**src/sv/lbm_d2q9_thermal_bgk_collision_assert.svh**
```systemverilog
// assertion macros shared by the collision block rtl
// expects clk and rst_n in the scope of the module that uses them
`ifndef LBM_D2Q9_THERMAL_BGK_COLLISION_ASSERT_SVH
`define LBM_D2Q9_THERMAL_BGK_COLLISION_ASSERT_SVH

// same-cycle implication, off during reset
`define LBMTC_ASSERT_IMP(lbl, ante, cons, msg) \
    lbl: assert property (@(posedge clk) disable iff (!rst_n) (ante) |-> (cons)) \
        else $error(msg);

// next-cycle implication, off during reset
`define LBMTC_ASSERT_NXT(lbl, ante, cons, msg) \
    lbl: assert property (@(posedge clk) disable iff (!rst_n) (ante) |=> (cons)) \
        else $error(msg);

`endif

```
**src/sv/lbmtc_pkg.sv**
```systemverilog
// shared types, constants and fixed-point helpers for the d2q9 thermal collision block
// no dependencies
`default_nettype none

package lbmtc_pkg;

    localparam int QW   = 32;
    localparam int FRAC = 28;
    localparam int PW   = 2 * QW;
    localparam int XW   = QW + 8;
    localparam int WW   = 27;
    localparam int DW   = 4;
    localparam int IW   = 4;

    typedef logic signed [QW-1:0] q_t;
    typedef logic signed [PW-1:0] prod_t;
    typedef logic signed [XW-1:0] ext_t;
    typedef logic signed [1:0]    comp_t;
    typedef logic [WW-1:0]        weight_t;
    typedef logic [QW-2:0]        rate_t;

    // register indexes
    localparam logic [IW-1:0] REG_INV_TAU_FLOW     = IW'(0);
    localparam logic [IW-1:0] REG_INV_TAU_HEAT     = IW'(1);
    localparam logic [IW-1:0] REG_FORCE_PREFACTOR  = IW'(2);
    localparam logic [IW-1:0] REG_SOURCE_PREFACTOR = IW'(3);

    // lattice directions
    localparam logic [DW-1:0] DIR_REST = DW'(0);
    localparam logic [DW-1:0] DIR_E    = DW'(1);
    localparam logic [DW-1:0] DIR_N    = DW'(2);
    localparam logic [DW-1:0] DIR_W    = DW'(3);
    localparam logic [DW-1:0] DIR_S    = DW'(4);
    localparam logic [DW-1:0] DIR_NE   = DW'(5);
    localparam logic [DW-1:0] DIR_NW   = DW'(6);
    localparam logic [DW-1:0] DIR_SW   = DW'(7);
    localparam logic [DW-1:0] DIR_SE   = DW'(8);

    // lattice weights, unsigned 27-bit with 28 fraction bits (scale 2^-28)
    localparam weight_t W_REST = WW'(119304647);
    localparam weight_t W_AXIS = WW'(29826162);
    localparam weight_t W_DIAG = WW'(7456540);

    localparam rate_t INV_TAU_RST   = rate_t'(466844270);
    localparam q_t    PREFACTOR_RST = q_t'(35013325);

    localparam ext_t  Q_ONE_X  = ext_t'(1) <<< FRAC;
    localparam prod_t Q_HALF_P = prod_t'(1) <<< (FRAC - 1);
    localparam ext_t  X_MAX    = (ext_t'(1) <<< (QW - 1)) - ext_t'(1);
    localparam ext_t  X_MIN    = -(ext_t'(1) <<< (QW - 1));

    typedef struct packed {
        logic [DW-1:0] direction;
        q_t            flow_in;
        q_t            heat_in;
        q_t            density;
        q_t            vel_x;
        q_t            vel_y;
        q_t            temperature;
        q_t            force_x;
        q_t            force_y;
        q_t            heat_source;
    } lbmtc_in_t;

    typedef struct packed {
        q_t flow_out;
        q_t heat_out;
    } lbmtc_out_t;

    typedef struct packed {
        rate_t inv_tau_flow;
        rate_t inv_tau_heat;
        q_t    force_prefactor;
        q_t    source_prefactor;
    } lbmtc_cfg_t;

    // hand-over from the moment stages to the relaxation stages
    typedef struct packed {
        q_t    poly;
        q_t    wrho;
        q_t    wtmp;
        prod_t ptx;
        prod_t pty;
        prod_t psr;
        q_t    fin;
        q_t    gin;
        q_t    fx;
        q_t    fy;
        q_t    qs;
    } lbmtc_mid_t;

    function automatic q_t q_sat(input ext_t v);
        q_t r;
        if (v > X_MAX)
        begin
            r = {1'b0, {(QW-1){1'b1}}};
        end
        else if (v < X_MIN)
        begin
            r = {1'b1, {(QW-1){1'b0}}};
        end
        else
        begin
            r = v[QW-1:0];
        end
        return r;
    endfunction

    function automatic ext_t q_x(input q_t a);
        return ext_t'(a);
    endfunction

    // round half up, drop fraction bits, saturate
    function automatic q_t q_round(input prod_t p);
        prod_t s;
        ext_t  t;
        s = p + Q_HALF_P;
        t = ext_t'($signed(s[PW-1:FRAC]));
        return q_sat(t);
    endfunction

    function automatic prod_t w_p(input weight_t w);
        return prod_t'({1'b0, w});
    endfunction

    function automatic ext_t lat_term(input comp_t e, input ext_t v);
        ext_t r;
        case (e)
            2'b01:   r = v;
            2'b11:   r = -v;
            default: r = '0;
        endcase
        return r;
    endfunction

    function automatic comp_t lat_x(input logic [DW-1:0] d);
        comp_t r;
        unique case (d) inside
            DIR_E, DIR_NE, DIR_SE: r = 2'sb01;
            DIR_W, DIR_NW, DIR_SW: r = 2'sb11;
            default:               r = 2'sb00;
        endcase
        return r;
    endfunction

    function automatic comp_t lat_y(input logic [DW-1:0] d);
        comp_t r;
        unique case (d) inside
            DIR_N, DIR_NE, DIR_NW: r = 2'sb01;
            DIR_S, DIR_SW, DIR_SE: r = 2'sb11;
            default:               r = 2'sb00;
        endcase
        return r;
    endfunction

    function automatic weight_t lat_w(input logic [DW-1:0] d);
        weight_t r;
        unique case (d) inside
            DIR_REST:                      r = W_REST;
            DIR_E, DIR_N, DIR_W, DIR_S:    r = W_AXIS;
            DIR_NE, DIR_NW, DIR_SW, DIR_SE: r = W_DIAG;
            default:                       r = '0;
        endcase
        return r;
    endfunction

    // times 4.5 in q3.28 with half-up rounding: (9z + 1) >> 1
    function automatic q_t q_mul_4p5(input q_t z);
        ext_t t;
        t = (q_x(z) <<< 3) + q_x(z) + ext_t'(1);
        return q_sat(t >>> 1);
    endfunction

    // times 1.5 in q3.28 with half-up rounding: (3z + 1) >> 1
    function automatic q_t q_mul_1p5(input q_t z);
        ext_t t;
        t = (q_x(z) <<< 1) + q_x(z) + ext_t'(1);
        return q_sat(t >>> 1);
    endfunction

endpackage

`default_nettype wire

```
**src/sv/lbmtc_cfg_regs.sv**
```systemverilog
// relaxation and prefactor registers with their write port
// depends on lbmtc_pkg and the assertion macro header
`default_nettype none
`include "lbm_d2q9_thermal_bgk_collision_assert.svh"

module lbmtc_cfg_regs import lbmtc_pkg::*;
(
    input  wire logic          clk,
    input  wire logic          rst_n,
    input  wire logic          cfg_valid,
    output logic               cfg_ready,
    input  wire logic [IW-1:0] cfg_index,
    input  wire q_t            cfg_data,
    output lbmtc_cfg_t         cfg
);

    lbmtc_cfg_t cfg_reg;
    lbmtc_cfg_t cfg_next;

    assign cfg_ready = 1'b1;
    assign cfg       = cfg_reg;

    always_comb
    begin
        cfg_next = cfg_reg;
        if (cfg_valid)
        begin
            unique case (cfg_index)
                REG_INV_TAU_FLOW:     cfg_next.inv_tau_flow     = cfg_data[QW-2:0];
                REG_INV_TAU_HEAT:     cfg_next.inv_tau_heat     = cfg_data[QW-2:0];
                REG_FORCE_PREFACTOR:  cfg_next.force_prefactor  = cfg_data;
                REG_SOURCE_PREFACTOR: cfg_next.source_prefactor = cfg_data;
                default:              cfg_next = cfg_reg;
            endcase
        end
    end

    always_ff @(posedge clk or negedge rst_n)
    begin
        if (!rst_n)
        begin
            cfg_reg.inv_tau_flow     <= INV_TAU_RST;
            cfg_reg.inv_tau_heat     <= INV_TAU_RST;
            cfg_reg.force_prefactor  <= PREFACTOR_RST;
            cfg_reg.source_prefactor <= PREFACTOR_RST;
        end
        else
        begin
            cfg_reg <= cfg_next;
        end
    end

    `LBMTC_ASSERT_NXT(a_flow_rate_write, cfg_valid && cfg_ready && cfg_index == REG_INV_TAU_FLOW, cfg.inv_tau_flow == $past(cfg_data[QW-2:0]), "flow rate write lost")
    `LBMTC_ASSERT_NXT(a_cfg_hold, !(cfg_valid && cfg_ready), $stable(cfg), "registers moved without a write")
    `LBMTC_ASSERT_NXT(a_cfg_bad_index, cfg_valid && cfg_index != REG_INV_TAU_FLOW && cfg_index != REG_INV_TAU_HEAT && cfg_index != REG_FORCE_PREFACTOR && cfg_index != REG_SOURCE_PREFACTOR, $stable(cfg), "write to unknown index took effect")

endmodule

`default_nettype wire

```
**config.mk**
```make
export PLATFORM = sky130hd
export DESIGN_NAME = lbmtc_cfg_regs
export DESIGN_NICKNAME = d
export VERILOG_FILES = /design/src/sv/lbmtc_pkg.sv /design/src/sv/lbmtc_cfg_regs.sv
export VERILOG_INCLUDE_DIRS = /design/src /design/src/sv
export SDC_FILE = /design/constraint.sdc
export NUM_CORES = 1
export LEC_CHECK = 0
export ABC_AREA = 0
export BUFFER_PORTS_ARGS = -buffer_cell sky130_fd_sc_hd__buf_2
export CELL_PAD_IN_SITES_DETAIL_PLACEMENT = 1
export CELL_PAD_IN_SITES_GLOBAL_PLACEMENT = 2
export CORE_UTILIZATION = 31
export DETAILED_ROUTE_END_ITERATION = 16
export HOLD_SLACK_MARGIN = 0.08
export PLACE_DENSITY = 0.73
export SETUP_SLACK_MARGIN = 0.1
export SLEW_MARGIN = 20
export SYNTH_ARGS = -nofsm -noshare
export SYNTH_HDL_FRONTEND = slang
export SYNTH_SLANG_ARGS = --single-unit
```
**constraint.sdc**
```tcl
create_clock -name clk -period 0.8 [get_ports clk]
set_input_delay 0.24 -clock clk [delete_from_list [all_inputs] [get_ports clk]]
set_output_delay 0.24 -clock clk [all_outputs]
set_load 0.005 [all_outputs]
```
==> results.yml, run 1 <==
outcome:
  status: "complete, but fails checks"
  violations: "hold timing, setup timing"
clocking:
  cts_hold_buf: 2
  cts_tree: "built"
  clock_latency_ps: 410
  cts-root-buf: "clkbuf_16"
  ctsLongestPathBuffers: 2
  cts_htree_levels: 4
  cts_sinks: 126
  numCtsBuffers: 17
  clkTransAtPathRegs_ps: 60
yosys:
  synth.avg_cell_area_um2: 17.6
  synth_xor_area_frac: 0
  synthCells: 272
  synth_compound_area_frac: 0
  yosysSeqAreaShare: 0.673
  ys.warnings.count: 0
  synthAdderAreaFrac: 0
  muxShareOfSynthArea: 0.296
  synth_top_family_by_area: "multiplexers"
  synthesis.nets: 311
  netlist_area_mm2: 0.00479
  yosysUniqueCellTypes: 13
  ys_ff_latch: 126
  synth-simple-area-share: 0.00914
floorplan:
  start_util: 0.316
  core_area_mm2: 0.0151
  die_w_um: 126
  io_pins: 166
  dieArea_mm2: 0.0160
  rows: 45
  die_h_um: 126
place:
  port_buffers: 164
  dpl.cell_count: 623
  post_dp_cell_area_mm2: 0.00602
  globalplace.congestion: 0.700
  post-dp-hpwl_mm: 8.48
finish:
  final.fill_count: 1476
  drive_above_1_share: 0.857
  instances_no_fill: 722
  fin_area_mm2: 0.00791
  final_common_cell: "buf_2"
  nets: 559
  largest_reg_flops: 126
  area_growth_pct: 65.1
  mostFrequentLayoutCells: "124 x buf_2, 68 x mux2_4, 66 x dfrtp_1"
  seq_area_mm2: 0.00323
  multi_input_area_mm2: 0.00173
global_route:
  grt-ovfl-total: 0
  grt_pass1_wl_mm: 22.7
  antenna_found_initial: 1
  grt_util_all_layers: 0.195
  grt_pass1_vias: 3663
  grt_max_degree: 45
critical_path:
  worstPathCellList: "buf_2"
  r2r-start: "cfg[4]$_DFFE_PN0P_"
  ff2ff_path_depth: 3
  slowest_delay_ps: 550
  critical_path_class: "reg2out"
  cp.required_ps: 560
  cp_num_buf_inv: 1
  cp.arrival_ps: 1080
  cp-start-kind: "flip-flop"
  worstSetupEndpointType: "output port"
  critical_path.max_fanout: 2
  path_depth: 1
  cpMaxStageDelayCell: "dfstp_2"
  critical_path.top_delay_family: "flip-flops"
  crit_start: "cfg[100]$_DFFE_PN1P_"
sta:
  period_share: 1.65
  fin_worst_skew_ps: 0
  fin_hold_ws_ps: -333
  rsz0062_at_grt: "true"
  clock.fmax_mhz: 759
  setup_ws_ps: -517
  slew_viol_final: 0
  fin_tns_setup_ps: -86730
  finalSetupViolations: 252
  period_minus_slack_ps: 1320
  hold_violations: 60
drt:
  avgRoutedWirePerCell_um: 20.6
  first_iter_violations: 89
  routed_wl_mm: 14.9
  viasPerCell: 4.58
  drtAntennaViolNets: 0
  vias: 3304
  drtPass1Iterations: 4
  drt_drc_violations_left: 0
power_and_ir_drop:
  powerDensity_mw_per_mm2: 2800
  total_leakage_power_nw: 3.82
  irDropWorstVdd_mv: 1.60
flow_run:
  drv_cap: 0
min_path:
  hp-class: "in2async"
[final timing paths]
check / slack [ps] / end
hold / removal: -330 / cfg[26]$_DFFE_PN0P_
setup / recovery: -520 / cfg[100]
max in group asynchronous: 200 / cfg[33]$_DFFE_PN0P_
hold reg to reg: 500 / cfg[42]$_DFFE_PN0P_
setup reg to reg: -230 / cfg[4]$_DFFE_PN0P_
min in group clk: 80 / cfg[63]$_DFFE_PN0P_
[layout make-up]
class / instances / share of cell area
flip-flops and latches: 126 / 0.408
repair buffers: 243 / 0.272
multi-input cells: 132 / 0.219
clock buffers: 24 / 0.0596
well taps: 188 / 0.0297
clock inverters: 8 / 0.0114
diodes: 1 / 0.000316
[synthesized netlist by cell type]
| library cell | n | area (µm²) |
|---|---|---|
| and4b_1 | 1 | 10.0 |
| and4bb_2 | 1 | 12.5 |
| buf_2 | 7 | 35.0 |
| buf_4 | 4 | 30.0 |
| buf_6 | 3 | 33.8 |
| conb_1 | 1 | 3.75 |
| dfrtp_1 | 66 | 1650 |
| dfstp_2 | 60 | 1580 |
| mux2_1 | 36 | 405 |
| mux2_2 | 90 | 1010 |
| nand4_1 | 1 | 6.26 |
| nand4b_1 | 1 | 8.76 |
| nor2_2 | 1 | 6.26 |
[where the power goes]
part / switching, W / leakage [nW] / internal (W)
sequential: 0.000932 / 1.44 / 0.00840
combinational: 0.00175 / 2.10 / 0.00368
clock: 0.00268 / 0.282 / 0.00471
total: 0.00536 / 3.82 / 0.0168
[cell families (layout without fill, tap and decap cells)]
group,after synthesis,after routing
multiplexers,126,126
flip-flops,126,126
AND/OR/NAND/NOR,5,5
buffers and inverters,14,275
other,1,2
[through the flow]
step	power, W	setup slack (ps)	util	hold slack [ps]
after floorplan	0.0107	-412	-	-55.6
after detailed placement	0.0130	-657	0.397	101
after CTS	0.0218	-536	0.508	-351
after global placement	0.0128	-615	0.397	103
final	0.0222	-517	0.523	-333
after global routing	0.0232	-542	0.522	-346
[layer usage]
layer / GRT usage / up-vias / part of all wire
met5: 0 / - / 0
met4: 0.0702 / 0 / 0.0098
met3: 0.0641 / 12 / 0.066
met2: 0.296 / 115 / 0.46
met1: 0.261 / 1714 / 0.46
li1: - / 1463 / -
[what timing repair did]
item | in CTS | in global routing
pin swaps | 2 | 1
gates resized for setup | 109 | 23
cloned | 15 | 1
endpoints found under the setup margin | 252 | 258
endpoints found under the hold margin | 68 | 62
buffers inserted | 29 | 24
No activity file was read; power rests on OpenSTA's default activity.
==> run 2: changes to the inputs <==
--- a/config.mk
+++ b/config.mk
@@ -13,7 +13,7 @@
 export CORE_UTILIZATION = 31
 export DETAILED_ROUTE_END_ITERATION = 16
 export HOLD_SLACK_MARGIN = 0.08
-export PLACE_DENSITY = 0.73
+export PLACE_DENSITY_LB_ADDON = 0.1
 export SETUP_SLACK_MARGIN = 0.1
 export SLEW_MARGIN = 20
 export SYNTH_ARGS = -nofsm -noshare
==> run 2 against run 1 <==
The flow still finishes with violations (hold timing, setup timing). Routed wire length down 5.4%. Sequential power down 0.5%. Sequential share of layout area up 0.33 points. Fmax up 1.8%. Via count down 0.67%. First-iteration DRC count up 1.1%. Cell area down 0.79%. Hold slack about the same. Core utilization down 0.41 points. Power down 1.4%. Clock-buffer cell count up 1. Non-clock buffer count down 3.
==> results.yml, run 2 (synthesized netlist as in run 1, its figures left out) <==
outcome:
  status: "complete, but fails checks"
  violations: "hold timing, setup timing"
drt:
  routed_wl_mm: 14.1
  drtPass1Iterations: 4
  first_iter_violations: 90
  drt_drc_violations_left: 0
  vias: 3282
  viasPerCell: 4.56
  drtAntennaViolNets: 0
  avgRoutedWirePerCell_um: 19.6
sta:
  period_share: 1.62
  rsz0062_at_grt: "true"
  setup_ws_ps: -493
  fin_worst_skew_ps: 0
  slew_viol_final: 0
  hold_violations: 66
  fin_hold_ws_ps: -333
  period_minus_slack_ps: 1290
  finalSetupViolations: 252
  clock.fmax_mhz: 773
critical_path:
  critical_path_class: "reg2out"
  cp_num_buf_inv: 1
  cp-start-kind: "flip-flop"
  cpMaxStageDelayCell: "dfstp_2"
  critical_path.max_fanout: 2
  worstPathCellList: "buf_2"
  cp.required_ps: 560
  reg2reg_slack_ps: -200
  slowest_delay_ps: 540
  cp.arrival_ps: 1050
  critical_path.top_delay_family: "flip-flops"
  worstSetupEndpointType: "output port"
floorplan:
  die_h_um: 126
  die_w_um: 126
  dieArea_mm2: 0.0160
  start_util: 0.316
  rows: 45
  core_area_mm2: 0.0151
  io_pins: 166
global_route:
  grt_pass1_vias: 3505
  antenna_found_initial: 1
  grt-ovfl-total: 0
  grt_util_all_layers: 0.186
  grt_pass1_wl_mm: 21.7
  grt_max_degree: 44
clocking:
  clock_latency_ps: 410
  ctsLongestPathBuffers: 2
  cts_tree: "built"
  clkTransAtPathRegs_ps: 50
  cts_hold_buf: 1
  cts_htree_levels: 4
  numCtsBuffers: 17
  cts_sinks: 126
  cts-root-buf: "clkbuf_16"
place:
  dpl.cell_count: 624
  post-dp-hpwl_mm: 8.19
  port_buffers: 164
  globalplace.congestion: 0.718
finish:
  final_util: 0.518
  drive_above_1_share: 0.858
  final.fill_count: 1491
  nets: 556
  area_growth_pct: 63.8
  instances_no_fill: 719
  largest_reg_flops: 126
  mostFrequentLayoutCells: "121 x buf_2, 69 x mux2_4, 66 x dfrtp_1"
  final_common_cell: "buf_2"
power_and_ir_drop:
  p_total_w: 0.0219
  total_leakage_power_nw: 3.79
  irDropWorstVdd_mv: 1.39
  powerDensity_mw_per_mm2: 2780
min_path:
  hp-class: "in2async"
flow_run:
  drv_cap: 0
==> run 2: cell types whose count changed in the layout (fill, tap and decap cells not counted), moves of 2 or more <==
cell	delta
buf_12	-3
buf_2	-3
buf_6	+5
clkinv_2	-2
==> run 2: repair_timing <==
item / 4_1_cts / 5_1_grt
cloned: 11 / 3
endpoints found under the hold margin: 68 / 67
endpoints found under the setup margin: 252 / 378
resized for setup: 117 / 24
pin swaps: 3 / 4
setup buffers: 20 / 31
==> run 2: worst paths after layout <==
check	start	end	depth (start not counted)
min in group clk	cfg_data[31]	cfg[31]$_DFFE_PN0P_	2
max in group asynchronous	rst_n	cfg[115]$_DFFE_PN1P_	2
min reg2reg	cfg[28]$_DFFE_PN0P_	cfg[28]$_DFFE_PN0P_	1
max reg2reg	cfg[124]$_DFFE_PN0P_	cfg[124]$_DFFE_PN0P_	3
max	cfg[107]$_DFFE_PN1P_	cfg[107]	1
min	rst_n	cfg[19]$_DFFE_PN0P_	1
==> run 2: power breakdown <==
group | switching (W) | leakage, nW | internal, W
sequential | 0.000886 | 1.44 | 0.00839
clock | 0.00263 | 0.268 | 0.00448
combinational | 0.00171 | 2.08 | 0.00375
==> run 2: layer usage <==
| layer | GRT usage | wire length [µm] |
|---|---|---|
| met5 | 0 | 0 |
| met4 | 0.0588 | 147 |
| met3 | 0.0637 | 807 |
| met2 | 0.294 | 6940 |
| met1 | 0.239 | 6190 |
==> run 2: area by class of cell <==
class	instances	area, µm²	area share
diodes	1	2.50	0.000319
repair buffers	240	2100	0.268
clock inverters	7	61.3	0.00781
multi-input cells	132	1740	0.221
well taps	188	235	0.0300
clock buffers	25	485	0.0618
flip-flops and latches	126	3230	0.411
==> run 2: metrics by stage <==
step	setup slack [ps]	cell area, µm²	hold WS (ps)	setup TNS [ps]
floorplan	-412	4910	-55.6	-46610
global placement	-615	5970	96.8	-70650
finish	-493	7850	-333	-77890
detailed placement	-660	5970	96.7	-74420
global route	-540	7850	-346	-85800
CTS	-519	7460	59.0	-104280
